[src/sv/fha_pkg.sv]
`timescale 1ns / 1ps

package fha_pkg;

  localparam int PoolSize = 64;
  localparam int HandleW  = 6;
  localparam int KindW    = 2;
  localparam int StatusW  = 2;

  // request kinds
  localparam logic [KindW-1:0] KIND_ALLOC     = 2'd0;
  localparam logic [KindW-1:0] KIND_TRY_ALLOC = 2'd1;
  localparam logic [KindW-1:0] KIND_FREE      = 2'd2;

  // result status codes
  localparam logic [StatusW-1:0] STATUS_OK        = 2'd0;
  localparam logic [StatusW-1:0] STATUS_NONE_FREE = 2'd1;
  localparam logic [StatusW-1:0] STATUS_NOT_ALLOC = 2'd2;
  localparam logic [StatusW-1:0] STATUS_EXHAUSTED = 2'd3;

  typedef struct packed {
    logic [KindW-1:0]   kind;
    logic [HandleW-1:0] handle_in;
  } req_t;

  typedef struct packed {
    logic [HandleW-1:0] handle_out;
    logic [StatusW-1:0] status;
  } rsp_t;

endpackage

[src/sv/fifo_handle_allocator_core.sv]
`timescale 1ns / 1ps

// Handle allocator: a pool of POOL_SIZE numbered handles with a FIFO free list.
// Request channel (in_valid_i / in_ready_o / in_req_i): allocate, try-allocate or free.
// Result channel (out_valid_o / out_ready_i / out_rsp_o): exactly one result beat per
// request beat, in request order.
// Allocate reuses the oldest freed handle, else mints the next fresh one, else reports
// the pool exhausted. Try-allocate only reuses. Free checks the allocated bitmap.
// A request accepted into the request register is executed in the execute step, which
// registers its result beat and raises out_valid_o once the result register is free.
// The block takes no new request until the last one is done. Each request reads the
// free-list RAM and the bitmap RAM (registered read), then writes back in the execute
// step; the next request is taken only after that write-back.
// Reset: the bitmap RAM is cleared by a sweep over all POOL_SIZE entries, one entry a cycle,
// with in_ready_o low. Free-list contents are never cleared; the count covers them.
// Stall: the result register holds a beat until taken. A finished request waits in
// the execute step while the previous result is still pending; in_ready_o stays low.
module fifo_handle_allocator_core #(
  parameter int POOL_SIZE = fha_pkg::PoolSize
) (
  input  logic          clk_i,
  input  logic          rst_ni,
  input  logic          in_valid_i,
  output logic          in_ready_o,
  input  fha_pkg::req_t in_req_i,
  output logic          out_valid_o,
  input  logic          out_ready_i,
  output fha_pkg::rsp_t out_rsp_o
);

  localparam int IdxW = $clog2(POOL_SIZE);
  localparam int CntW = $clog2(POOL_SIZE + 1);
  localparam int HW   = fha_pkg::HandleW;

  typedef enum logic [1:0] {
    S_CLEAR,
    S_IDLE,
    S_EXEC
  } state_e;

  state_e          state_q, state_d;
  fha_pkg::req_t   req_q, req_d;
  fha_pkg::rsp_t   out_q, out_d;
  logic            out_valid_q, out_valid_d;
  logic [IdxW-1:0] head_q, head_d;
  logic [IdxW-1:0] tail_q, tail_d;
  logic [IdxW-1:0] clr_q, clr_d;
  logic [CntW-1:0] cnt_q, cnt_d;
  logic [CntW-1:0] fresh_q, fresh_d;

  // free-list RAM ports
  logic            q_we;
  logic [IdxW-1:0] q_waddr;
  logic [HW-1:0]   q_wdata;
  logic [HW-1:0]   q_rdata;

  // bitmap RAM ports
  logic            m_we;
  logic [IdxW-1:0] m_waddr;
  logic            m_wdata;
  logic            m_rdata;

  logic accept;
  logic out_free;
  logic is_alloc;
  logic free_hit;

  assign in_ready_o = (state_q == S_IDLE);
  assign accept     = in_valid_i && in_ready_o;
  assign out_free   = !out_valid_q || out_ready_i;
  assign is_alloc   = (req_q.kind == fha_pkg::KIND_ALLOC) ||
                      (req_q.kind == fha_pkg::KIND_TRY_ALLOC);
  // handles at or beyond the pool size never count as allocated
  assign free_hit   = (int'(req_q.handle_in) < POOL_SIZE) && m_rdata;

  always_comb begin
    state_d     = state_q;
    req_d       = req_q;
    out_d       = out_q;
    out_valid_d = out_valid_q && !out_ready_i;
    head_d      = head_q;
    tail_d      = tail_q;
    clr_d       = clr_q;
    cnt_d       = cnt_q;
    fresh_d     = fresh_q;
    q_we        = 1'b0;
    q_waddr     = tail_q;
    q_wdata     = req_q.handle_in;
    m_we        = 1'b0;
    m_waddr     = clr_q;
    m_wdata     = 1'b0;

    unique case (state_q)
      S_CLEAR: begin
        m_we  = 1'b1;
        clr_d = clr_q + 1'b1;
        if (clr_q == IdxW'(POOL_SIZE - 1)) begin
          state_d = S_IDLE;
        end
      end
      S_IDLE: begin
        if (accept) begin
          req_d   = in_req_i;
          state_d = S_EXEC;
        end
      end
      S_EXEC: begin
        if (out_free) begin
          out_d.handle_out = '0;
          out_d.status     = fha_pkg::STATUS_OK;
          if (is_alloc) begin
            if (cnt_q != '0) begin
              // reuse oldest freed handle
              out_d.handle_out = q_rdata;
              head_d = (head_q == IdxW'(POOL_SIZE - 1)) ? '0 : head_q + 1'b1;
              cnt_d  = cnt_q - 1'b1;
              if (int'(q_rdata) < POOL_SIZE) begin
                m_we    = 1'b1;
                m_waddr = IdxW'(q_rdata);
                m_wdata = 1'b1;
              end
            end else if (req_q.kind == fha_pkg::KIND_TRY_ALLOC) begin
              out_d.status = fha_pkg::STATUS_NONE_FREE;
            end else if (fresh_q < CntW'(POOL_SIZE)) begin
              // mint a fresh handle
              out_d.handle_out = HW'(fresh_q);
              fresh_d = fresh_q + 1'b1;
              m_we    = 1'b1;
              m_waddr = IdxW'(fresh_q);
              m_wdata = 1'b1;
            end else begin
              out_d.status = fha_pkg::STATUS_EXHAUSTED;
            end
          end else if (req_q.kind == fha_pkg::KIND_FREE) begin
            if (free_hit) begin
              m_we    = 1'b1;
              m_waddr = IdxW'(req_q.handle_in);
              m_wdata = 1'b0;
              if (cnt_q < CntW'(POOL_SIZE)) begin
                q_we   = 1'b1;
                tail_d = (tail_q == IdxW'(POOL_SIZE - 1)) ? '0 : tail_q + 1'b1;
                cnt_d  = cnt_q + 1'b1;
              end
            end else begin
              out_d.status = fha_pkg::STATUS_NOT_ALLOC;
            end
          end
          out_valid_d = 1'b1;
          state_d     = S_IDLE;
        end
      end
      default: begin
        state_d = S_CLEAR;
      end
    endcase
  end

  always_ff @(posedge clk_i or negedge rst_ni) begin
    if (!rst_ni) begin
      state_q     <= S_CLEAR;
      req_q       <= '0;
      out_q       <= '0;
      out_valid_q <= 1'b0;
      head_q      <= '0;
      tail_q      <= '0;
      clr_q       <= '0;
      cnt_q       <= '0;
      fresh_q     <= '0;
    end else begin
      state_q     <= state_d;
      req_q       <= req_d;
      out_q       <= out_d;
      out_valid_q <= out_valid_d;
      head_q      <= head_d;
      tail_q      <= tail_d;
      clr_q       <= clr_d;
      cnt_q       <= cnt_d;
      fresh_q     <= fresh_d;
    end
  end

  // free list, read at the head on every accepted beat
  fha_ram #(
    .Depth (POOL_SIZE),
    .Width (HW)
  ) u_queue_ram (
    .clk_i   (clk_i),
    .we_i    (q_we),
    .waddr_i (q_waddr),
    .wdata_i (q_wdata),
    .re_i    (accept),
    .raddr_i (head_q),
    .rdata_o (q_rdata)
  );

  // allocated bitmap, read at the handle to free
  fha_ram #(
    .Depth (POOL_SIZE),
    .Width (1)
  ) u_map_ram (
    .clk_i   (clk_i),
    .we_i    (m_we),
    .waddr_i (m_waddr),
    .wdata_i (m_wdata),
    .re_i    (accept),
    .raddr_i (IdxW'(in_req_i.handle_in)),
    .rdata_o (m_rdata)
  );

  assign out_valid_o = out_valid_q;
  assign out_rsp_o   = out_q;

  // free list never holds more than the pool
  assert property (@(posedge clk_i) disable iff (!rst_ni)
    cnt_q <= CntW'(POOL_SIZE))
    else $error("free list count beyond pool size");

  // minted handles never exceed the pool
  assert property (@(posedge clk_i) disable iff (!rst_ni)
    fresh_q <= CntW'(POOL_SIZE))
    else $error("fresh counter beyond pool size");

  // only minted handles can be on the free list
  assert property (@(posedge clk_i) disable iff (!rst_ni)
    cnt_q <= fresh_q)
    else $error("free list holds more handles than were minted");

  // an accepted beat enters the execute step in the next cycle
  assert property (@(posedge clk_i) disable iff (!rst_ni)
    accept |=> state_q == S_EXEC)
    else $error("accepted beat not executed");

  // a pending result is never overwritten
  assert property (@(posedge clk_i) disable iff (!rst_ni)
    out_valid_q && !out_ready_i |=> $stable(out_q))
    else $error("pending result overwritten");

endmodule

[src/sv/fha_ram.sv]
`timescale 1ns / 1ps

// 1W1R synchronous RAM, registered read data
module fha_ram #(
  parameter int Depth = fha_pkg::PoolSize,
  parameter int Width = fha_pkg::HandleW
) (
  input  logic                     clk_i,
  input  logic                     we_i,
  input  logic [$clog2(Depth)-1:0] waddr_i,
  input  logic [Width-1:0]         wdata_i,
  input  logic                     re_i,
  input  logic [$clog2(Depth)-1:0] raddr_i,
  output logic [Width-1:0]         rdata_o
);

  logic [Width-1:0] mem [Depth];
  logic [Width-1:0] rdata_q;

  always_ff @(posedge clk_i) begin
    if (we_i) begin
      mem[waddr_i] <= wdata_i;
    end
    if (re_i) begin
      rdata_q <= mem[raddr_i];
    end
  end

  assign rdata_o = rdata_q;

endmodule
[config.mk]
export PLATFORM = sky130hd
export DESIGN_NAME = fifo_handle_allocator_core
export DESIGN_NICKNAME = d
export VERILOG_FILES = /design/src/sv/fha_pkg.sv /design/src/sv/fifo_handle_allocator_core.sv /design/src/sv/fha_ram.sv
export SDC_FILE = /design/constraint.sdc
export NUM_CORES = 1
export LEC_CHECK = 0
export ABC_AREA = 1
export ABC_CLOCK_PERIOD_IN_PS = 2110
export BUFFER_PORTS_ARGS = -buffer_cell sky130_fd_sc_hd__clkbuf_2
export CORE_UTILIZATION = 55
export DETAILED_ROUTE_END_ITERATION = 16
export GPL_TIMING_DRIVEN = 0
export PLACE_DENSITY = 0.74
export SLEW_MARGIN = 20
export SYNTH_ARGS = -nofsm -noshare
export SYNTH_HDL_FRONTEND = slang
export SYNTH_SLANG_ARGS = --single-unit
[constraint.sdc]
create_clock -name clk_i -period 2.11 [get_ports clk_i]
set_input_delay 0 -clock clk_i [delete_from_list [all_inputs] [get_ports clk_i]]
set_output_delay 0 -clock clk_i [all_outputs]
set_load 0.05 [all_outputs]
* Word-level counts from Yosys, hierarchy flattened *
Memory sizes are Yosys's and may differ from the RTL's. A register that Yosys moved wholly into a read port is not among the register bits.
Cells that the tools add are included.

operators by class
  muxes and demuxes = 52
  eq/ne operators = 11
  add/subtract/negate cells = 6
  reductions and logical operators = 19
  $lt $le $gt $ge = 2
  bitwise logic cells = 3

operators by type and width
  cell                   count
  $mux W6                14
  $mux W7                5
  $mux W1                22
  $add A6 B1 Y6 const B  3
  $eq A6 B6 Y1 const B   3
  $mux W2                9
  $reduce_and A6 Y1      3
  $add A7 B1 Y7 const B  2
  $lt A7 B7 Y1 const B   2
  $reduce_bool A7 Y1     1
  $sub A7 B1 Y7 const B  1
  $pmux W2 S3            1
  $reduce_bool A2 Y1     3
  $eq A2 B1 Y1 const B   2
  $eq A2 B2 Y1 const B   2
  $logic_not A2 Y1       2
  $ne A2 B1 Y1 const B   2
  $ne A2 B2 Y1 const B   2
  $reduce_and A2 Y1      2
  $reduce_and A4 Y1      1
  $not A1 Y1             3
  $reduce_and A3 Y1      1
  $logic_and A1 B1 Y1    2
  $logic_not A1 Y1       2
  2 further kinds        3

word-level totals
  output and inout bits = 10
  RAM bits = 448
  logic and storage cells = 106
  memories kept = 2
  register bits = 51

memories
  memory           words  width  rd ports  clocked after memory_dff  write ports  RTL line       RTL
  u_queue_ram.mem  64     6      1         1                         1            fha_ram.sv:17  logic [Width-1:0] mem [Depth];
  u_map_ram.mem    64     1      1         1                         1            fha_ram.sv:17

* Longest topological paths before layout *
  depth in word-level cells = 9
  gate-level depth with buffers = 14

* By module *
Synthesis repeated with hierarchy kept, for this count alone.

unflattened totals
  cells, all modules = 2067
  area total of the unflattened synthesis = 21894.7 um2

by module, submodules not included
  module                      area an instance (um2)  times used  sequential area each (um2)  cells each
  fha_ram (u_queue_ram)       15990.3                 1           11711.2                     1376
  fha_ram (u_map_ram)         3059.2                  1           1951.9                      316
  fifo_handle_allocator_core  2845.2                  1           1276.2                      375

* Worst setup path before layout *
OpenSTA, ideal clock, no wires.

  path type = flip-flop to flip-flop
  from = register out_valid_q, in the netlist out_valid_o
  to = memory u_queue_ram.mem[47][0] (netlist name), enable pin
  required time = 1.733 ns
  arrival time = 2.014 ns
  period minus slack after synthesis = 2.391 ns
  stages on the path, launching flop included = 12
  setup slack = -0.281 ns
  path buffers = 0
  cells stage by stage = dfrtp_1 inv_1 nor2_2 nor2_4 inv_2 nor2_2 nand2_2 nor2_4 nand2_2 nor2_1 inv_1 nor3_1

between the ends
  longest elaborated chain between the ends = 6

RTL lines
  element                        RTL line                           RTL
  start, declared                fifo_handle_allocator_core.sv:44   logic out_valid_q, out_valid_d;
  start signal, assigned         fifo_handle_allocator_core.sv:173  out_valid_q <= out_valid_d;
  $logic_not A1 Y1               fifo_handle_allocator_core.sv:70   assign out_free = !out_valid_q || out_ready_i;
  $logic_or A1 B1 Y1             fifo_handle_allocator_core.sv:70
  $mux W1                        fifo_handle_allocator_core.sv:108  if (out_free) begin
  $mux W1                        fifo_handle_allocator_core.sv:93   unique case (state_q)
  $mux W1                        fha_ram.sv:21                      if (we_i) begin
  $mux W1 (not written as such)  fha_ram.sv:22                      mem[waddr_i] <= wdata_i;
  end, declared                  fha_ram.sv:17

Every way passes these cells.

* Worst setup path in the final report *
  from = register clr_q[2]
  to = memory u_map_ram.mem[49], enable pin

between the ends
  longest elaborated chain between the ends = 6

RTL lines
  element                 RTL line                           RTL
  start, declared         fifo_handle_allocator_core.sv:47   logic [IdxW-1:0] clr_q, clr_d;
  start signal, assigned  fifo_handle_allocator_core.sv:176  clr_q <= clr_d;
  $mux W6                 fifo_handle_allocator_core.sv:124  end else if (fresh_q < CntW'(POOL_SIZE)) begin
  $mux W6                 fifo_handle_allocator_core.sv:122  end else if (req_q.kind == fha_pkg::KIND_TRY_ALLOC) begin
  $mux W6                 fifo_handle_allocator_core.sv:112  if (cnt_q != '0) begin
  $mux W6                 fifo_handle_allocator_core.sv:111  if (is_alloc) begin
  $mux W6                 fifo_handle_allocator_core.sv:108
  $mux W6 *               fifo_handle_allocator_core.sv:93
  end, declared           fha_ram.sv:17

Every way passes the cells marked *; elsewhere a longest branch is shown, timed or not.

==> metrics.md <==
| Metric | Value |
|---|---|
| Status | `finished with violations` |
| Violated checks | `setup timing` |
| Die footprint | `0.0400 mm²` |
| Endpoint of the most critical register-to-register path | `u_map_ram.mem[49]` |
| Slack of the worst reg-to-reg path | `-0.21 ns` |
| Root Buffer Master | `clkbuf_16` |
| Internal Pwr Total | `16.3 mW` |
| Share of flip-flops with an asynchronous set or reset | `10.1%` |
| Total chip power | `20.4 mW` |
| Post-synth design cell area | `0.0216 mm²` |
| Diodes inserted | `0` |
| Clk Latency, worst-skew pair | `0.61 ns` |
| Clock Pin Slew Worst Setup and Hold Paths | `0.07 ns` |
| Bufs on Longest Clock Path | `3` |
| Logic depth of the worst path, buffers included | `11` |
| Unrepaired setup endpoints after global routing | `true` |
| Initial Util | `55.8%` |
| EDFF count, synth | `455` |
| Final-stage net count | `2,076` |
| Clock share of power | `46.2%` |
| Worst slew margin relative to its limit | `46.3%` |
| M2 GR Usage | `54.0%` |
| Final instance area | `0.0271 mm²` |
| Setup slack after layout | `-0.206 ns` |
| Worst Skew | `0.0196 ns` |
| Max-slew violations | `0` |
| Dpl cell area | `0.0225 mm²` |
| Global route total overflow | `0` |
| Largest fanout on the critical path | `8` |
| Clock net sink count | `506` |
| Max Clk Rate | `432 MHz` |
| Slew at the pin with the worst max-slew slack | `0.805 ns` |
| Cell Rows | `72` |
| Slowest Stage Delay on Critical Path | `0.43 ns` |
| Vertical die dimension | `200 µm` |
| Fill count | `2,429` |
| Static leakage | `10.4 nW` |
| Number of buffer cells added on primary ports | `20` |
| Average cell area after synthesis | `11.6 µm²` |
| Switching part of the total power | `19.8%` |
| Combinational share of power | `0.9%` |
| Worst hold-check path type | `input pin to async pin` |
| Initial DRT Pass Iterations | `8` |
| Antenna Violating Nets Remaining | `0` |
| Cell count of the worst reg-to-reg path | `11` |
| DRC violation total after the first TritonRoute iteration | `2,483` |
| Yosys reg bits | `506` |
| Count of synthesis-stage warnings from yosys | `0` |
| Cell variety after synth | `48` |
| Vias per Instance | `6.43` |
| Final cell count without fillers | `2,612` |
| M3 GR Usage | `8.22%` |
| GRT Overall Usage | `33.8%` |
| Placer congestion estimate | `1.02` |
| Shortest clock period the worst path allows after layout | `2.32 ns` |
| Peak ir drop on the vdd network | `0.885 mV` |
| Cells after DPL | `2,403` |
| Htree depth | `2` |
| Commonest non-fill, non-tap cells in the layout | `edfxtp_1, nor2_1, o21ai_0` |
| Total CTS buffers | `51` |
| GR peak layer | `met2` |
| Number of buffer and inverter instances along the worst setup path | `1` |
| Synth Instances | `1,865` |
| Worst path cell trace | `inv_1, nand2_1, nand2_1, nand2_2, nand3_2, nand2_2, nand2_4, nand2_8, nor2_4, nand3_4, nor2_2` |
| Sequential cell area in the final layout | `0.0150 mm²` |
| Worst setup EP type | `flop` |
| Ratio of final minimum period to clock period | `110%` |
| Area of combinational cells with multiple inputs | `0.00743 mm²` |
| Area Growth Syn to Fin | `25.8%` |
| Number of antenna violations at the first check in global routing | `1` |
| Register area share after synthesis | `69.3%` |
| Post-route core utilization | `70.2%` |
| Source of the worst register-to-register timing path | `clr_q[2]` |
| Met1 track demand over resource | `42.6%` |
| Total wirelength of the detailed-routed design | `69.8 mm` |
| PD cells | `750 mW/mm²` |
| Commonest non-fill, non-tap cell in the layout | `edfxtp_1` |
| Detailed-route wire length per cell | `26.7 µm` |
| Number of primary I/O pins | `22` |
| Dominant synthesized flop cell | `edfxtp_1` |
| NetSw | `4.03 mW` |
| Fraction of final layout cells with drive strength greater than 1 | `27.2%` |
| Worst setup timing slack at the placement stage | `-0.893 ns` |
| Largest net degree at the start of global routing | `67` |
| Portion of total power attributed to sequential cells | `52.9%` |
| Kind of launch point of the worst setup path | `flop` |
| Hold violation total from the final report | `0` |
| Horizontal die dimension | `200 µm` |
| Worst EP arrival | `2.62 ns` |
| Count of vias placed by the detailed router | `16.8k` |
| Vias in the first global route | `15.9k` |
| DRC Markers | `0` |
| Clock tree from TritonCTS | `done` |
| HPWL after detailed placement | `39.1 mm` |
| Required time reported for the critical path endpoint | `2.42 ns` |
| Setup Crit Path Kind | `flop to flop` |
| Critical path's top delay family | `simple AND/OR/NAND/NOR gates` |
| First-pass GRT wire length | `97.2 mm` |
| CP max-delay cell | `dfrtp_1` |
| Placeable Area | `0.0386 mm²` |
| Final Setup Violations | `371` |
| Max-cap viol count | `0` |
| Syn Nets | `1,888` |
logic make-up after synthesis:
logic type	Yosys count	share of synthesized area, %
flip-flops	506	69.3
adder cells (fa/ha/maj)	11	0.673
buffers and inverters	163	3.05
XOR/XNOR	18	0.731
multiplexers	3	0.151
AND/OR/NAND/NOR	757	15.2
AO/OA/AOI/OAI	407	11.0
cell usage after synthesis (2+ instances only):
master | number | share of area [%]
nand2_2 | 8 | 0.23
o221ai_1 | 3 | 0.12
nand4_1 | 12 | 0.35
inv_1 | 59 | 1.0
nand3_1 | 72 | 1.7
buf_1 | 4 | 0.070
inv_6 | 2 | 0.081
ha_1 | 10 | 0.58
nand3_2 | 7 | 0.32
clkinv_1 | 3 | 0.052
nand2_4 | 4 | 0.21
o21bai_1 | 4 | 0.14
xnor2_1 | 5 | 0.20
nor3_1 | 4 | 0.093
clkbuf_1 | 67 | 1.2
buf_6 | 2 | 0.10
o21ai_0 | 257 | 6.0
a21oi_4 | 3 | 0.23
nor2_4 | 3 | 0.16
nor2_2 | 7 | 0.20
o22ai_1 | 64 | 1.9
mux2_2 | 2 | 0.10
buf_2 | 17 | 0.39
dfrtp_1 | 51 | 5.9
nand4_2 | 6 | 0.35
o211ai_1 | 49 | 1.7
a32o_1 | 5 | 0.23
o211a_1 | 2 | 0.093
nor2_1 | 421 | 7.3
a21oi_1 | 13 | 0.30
or2_2 | 4 | 0.12
edfxtp_1 | 455 | 63
inv_2 | 9 | 0.16
xor2_1 | 13 | 0.53
nand2_1 | 200 | 3.5
nand3_4 | 6 | 0.49
power groups by stage:
| stage | clock network [mW] | logic, mW | registers [mW] |
|---|---|---|---|
| 2_1_floorplan | 0 | 0.0693 | 11.0 |
| 3_5_place_dp | 0 | 0.145 | 11.0 |
| 3_3_place_gp | 0 | 0.142 | 11.0 |
| 6_report | 9.41 | 0.175 | 10.8 |
| 4_1_cts | 9.33 | 0.157 | 10.8 |
| 5_1_grt | 9.73 | 0.183 | 10.8 |
cell type report:
class | instances | area share (%)
timing repair inverter | 3 | 0.0830
sequential | 506 | 55.2
clock buffer | 64 | 5.12
buffer | 87 | 2.46
clock inverter | 30 | 1.22
tap | 518 | 2.39
timing repair buffer | 134 | 4.98
multi-input combinational | 1197 | 27.4
inverter | 73 | 1.19
per-stage QoR:
stage | TNS [ns] | hold slack [ns]
global route | -42.62 | 0.115
finish | -23.04 | 0.0547
CTS | -2.18 | 0.0316
detailed placement | -295.81 | 0.146
floorplan | 0 | -0.296
global placement | -286.19 | 0.221
sequential cells by signal, summed over array words and instances, names as in the netlist:
name,cells
u_map_ram.rdata_o,1
u_map_ram.mem,64
head_q,6
q_waddr,6
cnt_q,7
u_queue_ram.mem,384
out_valid_o,1
out_rsp_o,8
u_queue_ram.rdata_o,6
fresh_q,7
state_q,2
clr_q,6
q_wdata,6
req_q,2
worst register-to-register path: stages, from the launching register on:
cell     delay [ns]
dfrtp_1        0.43
inv_1          0.27
nand2_1        0.13
nand2_1        0.12
nand2_2        0.06
nand3_2        0.07
nand2_2        0.08
nand2_4        0.09
nand2_8        0.10
nor2_4         0.23
nand3_4        0.23
nor2_2         0.21
routing by layer:
layer  routed length [µm]  share of wire [%]  up-vias
met5                    0                  0        -
met3                 9190                 13      333
li1                     -                  -     7064
met2                32200                 46     1361
met1                23800                 34     8028
met4                 4600                6.6        0
how the worst max path moves through the flow:
stage | startpoint | to | slack (ns)
after global placement | req_q[7] | u_queue_ram.mem[61][1] | -0.89
after global routing | req_q[7] | u_map_ram.mem[49] | -0.30
final | clr_q[2] | u_map_ram.mem[49] | -0.21
after detailed placement | req_q[7] | u_queue_ram.mem[41][0] | -0.89
after floorplan | out_valid_o | u_map_ram.mem[0] | 0.02
after CTS | out_valid_o | u_queue_ram.mem[47][3] | -0.11
repair_timing:
item                                    4_1_cts  5_1_grt
gates resized for setup                     305      249
setup buffers                                51       52
hold buffers                                 10        0
hold endpoints to repair                     62        0
cloned                                        2        3
endpoints found under the setup margin      520      525
pin swaps                                    58      106
No activity file was read; power rests on OpenSTA's default activity.
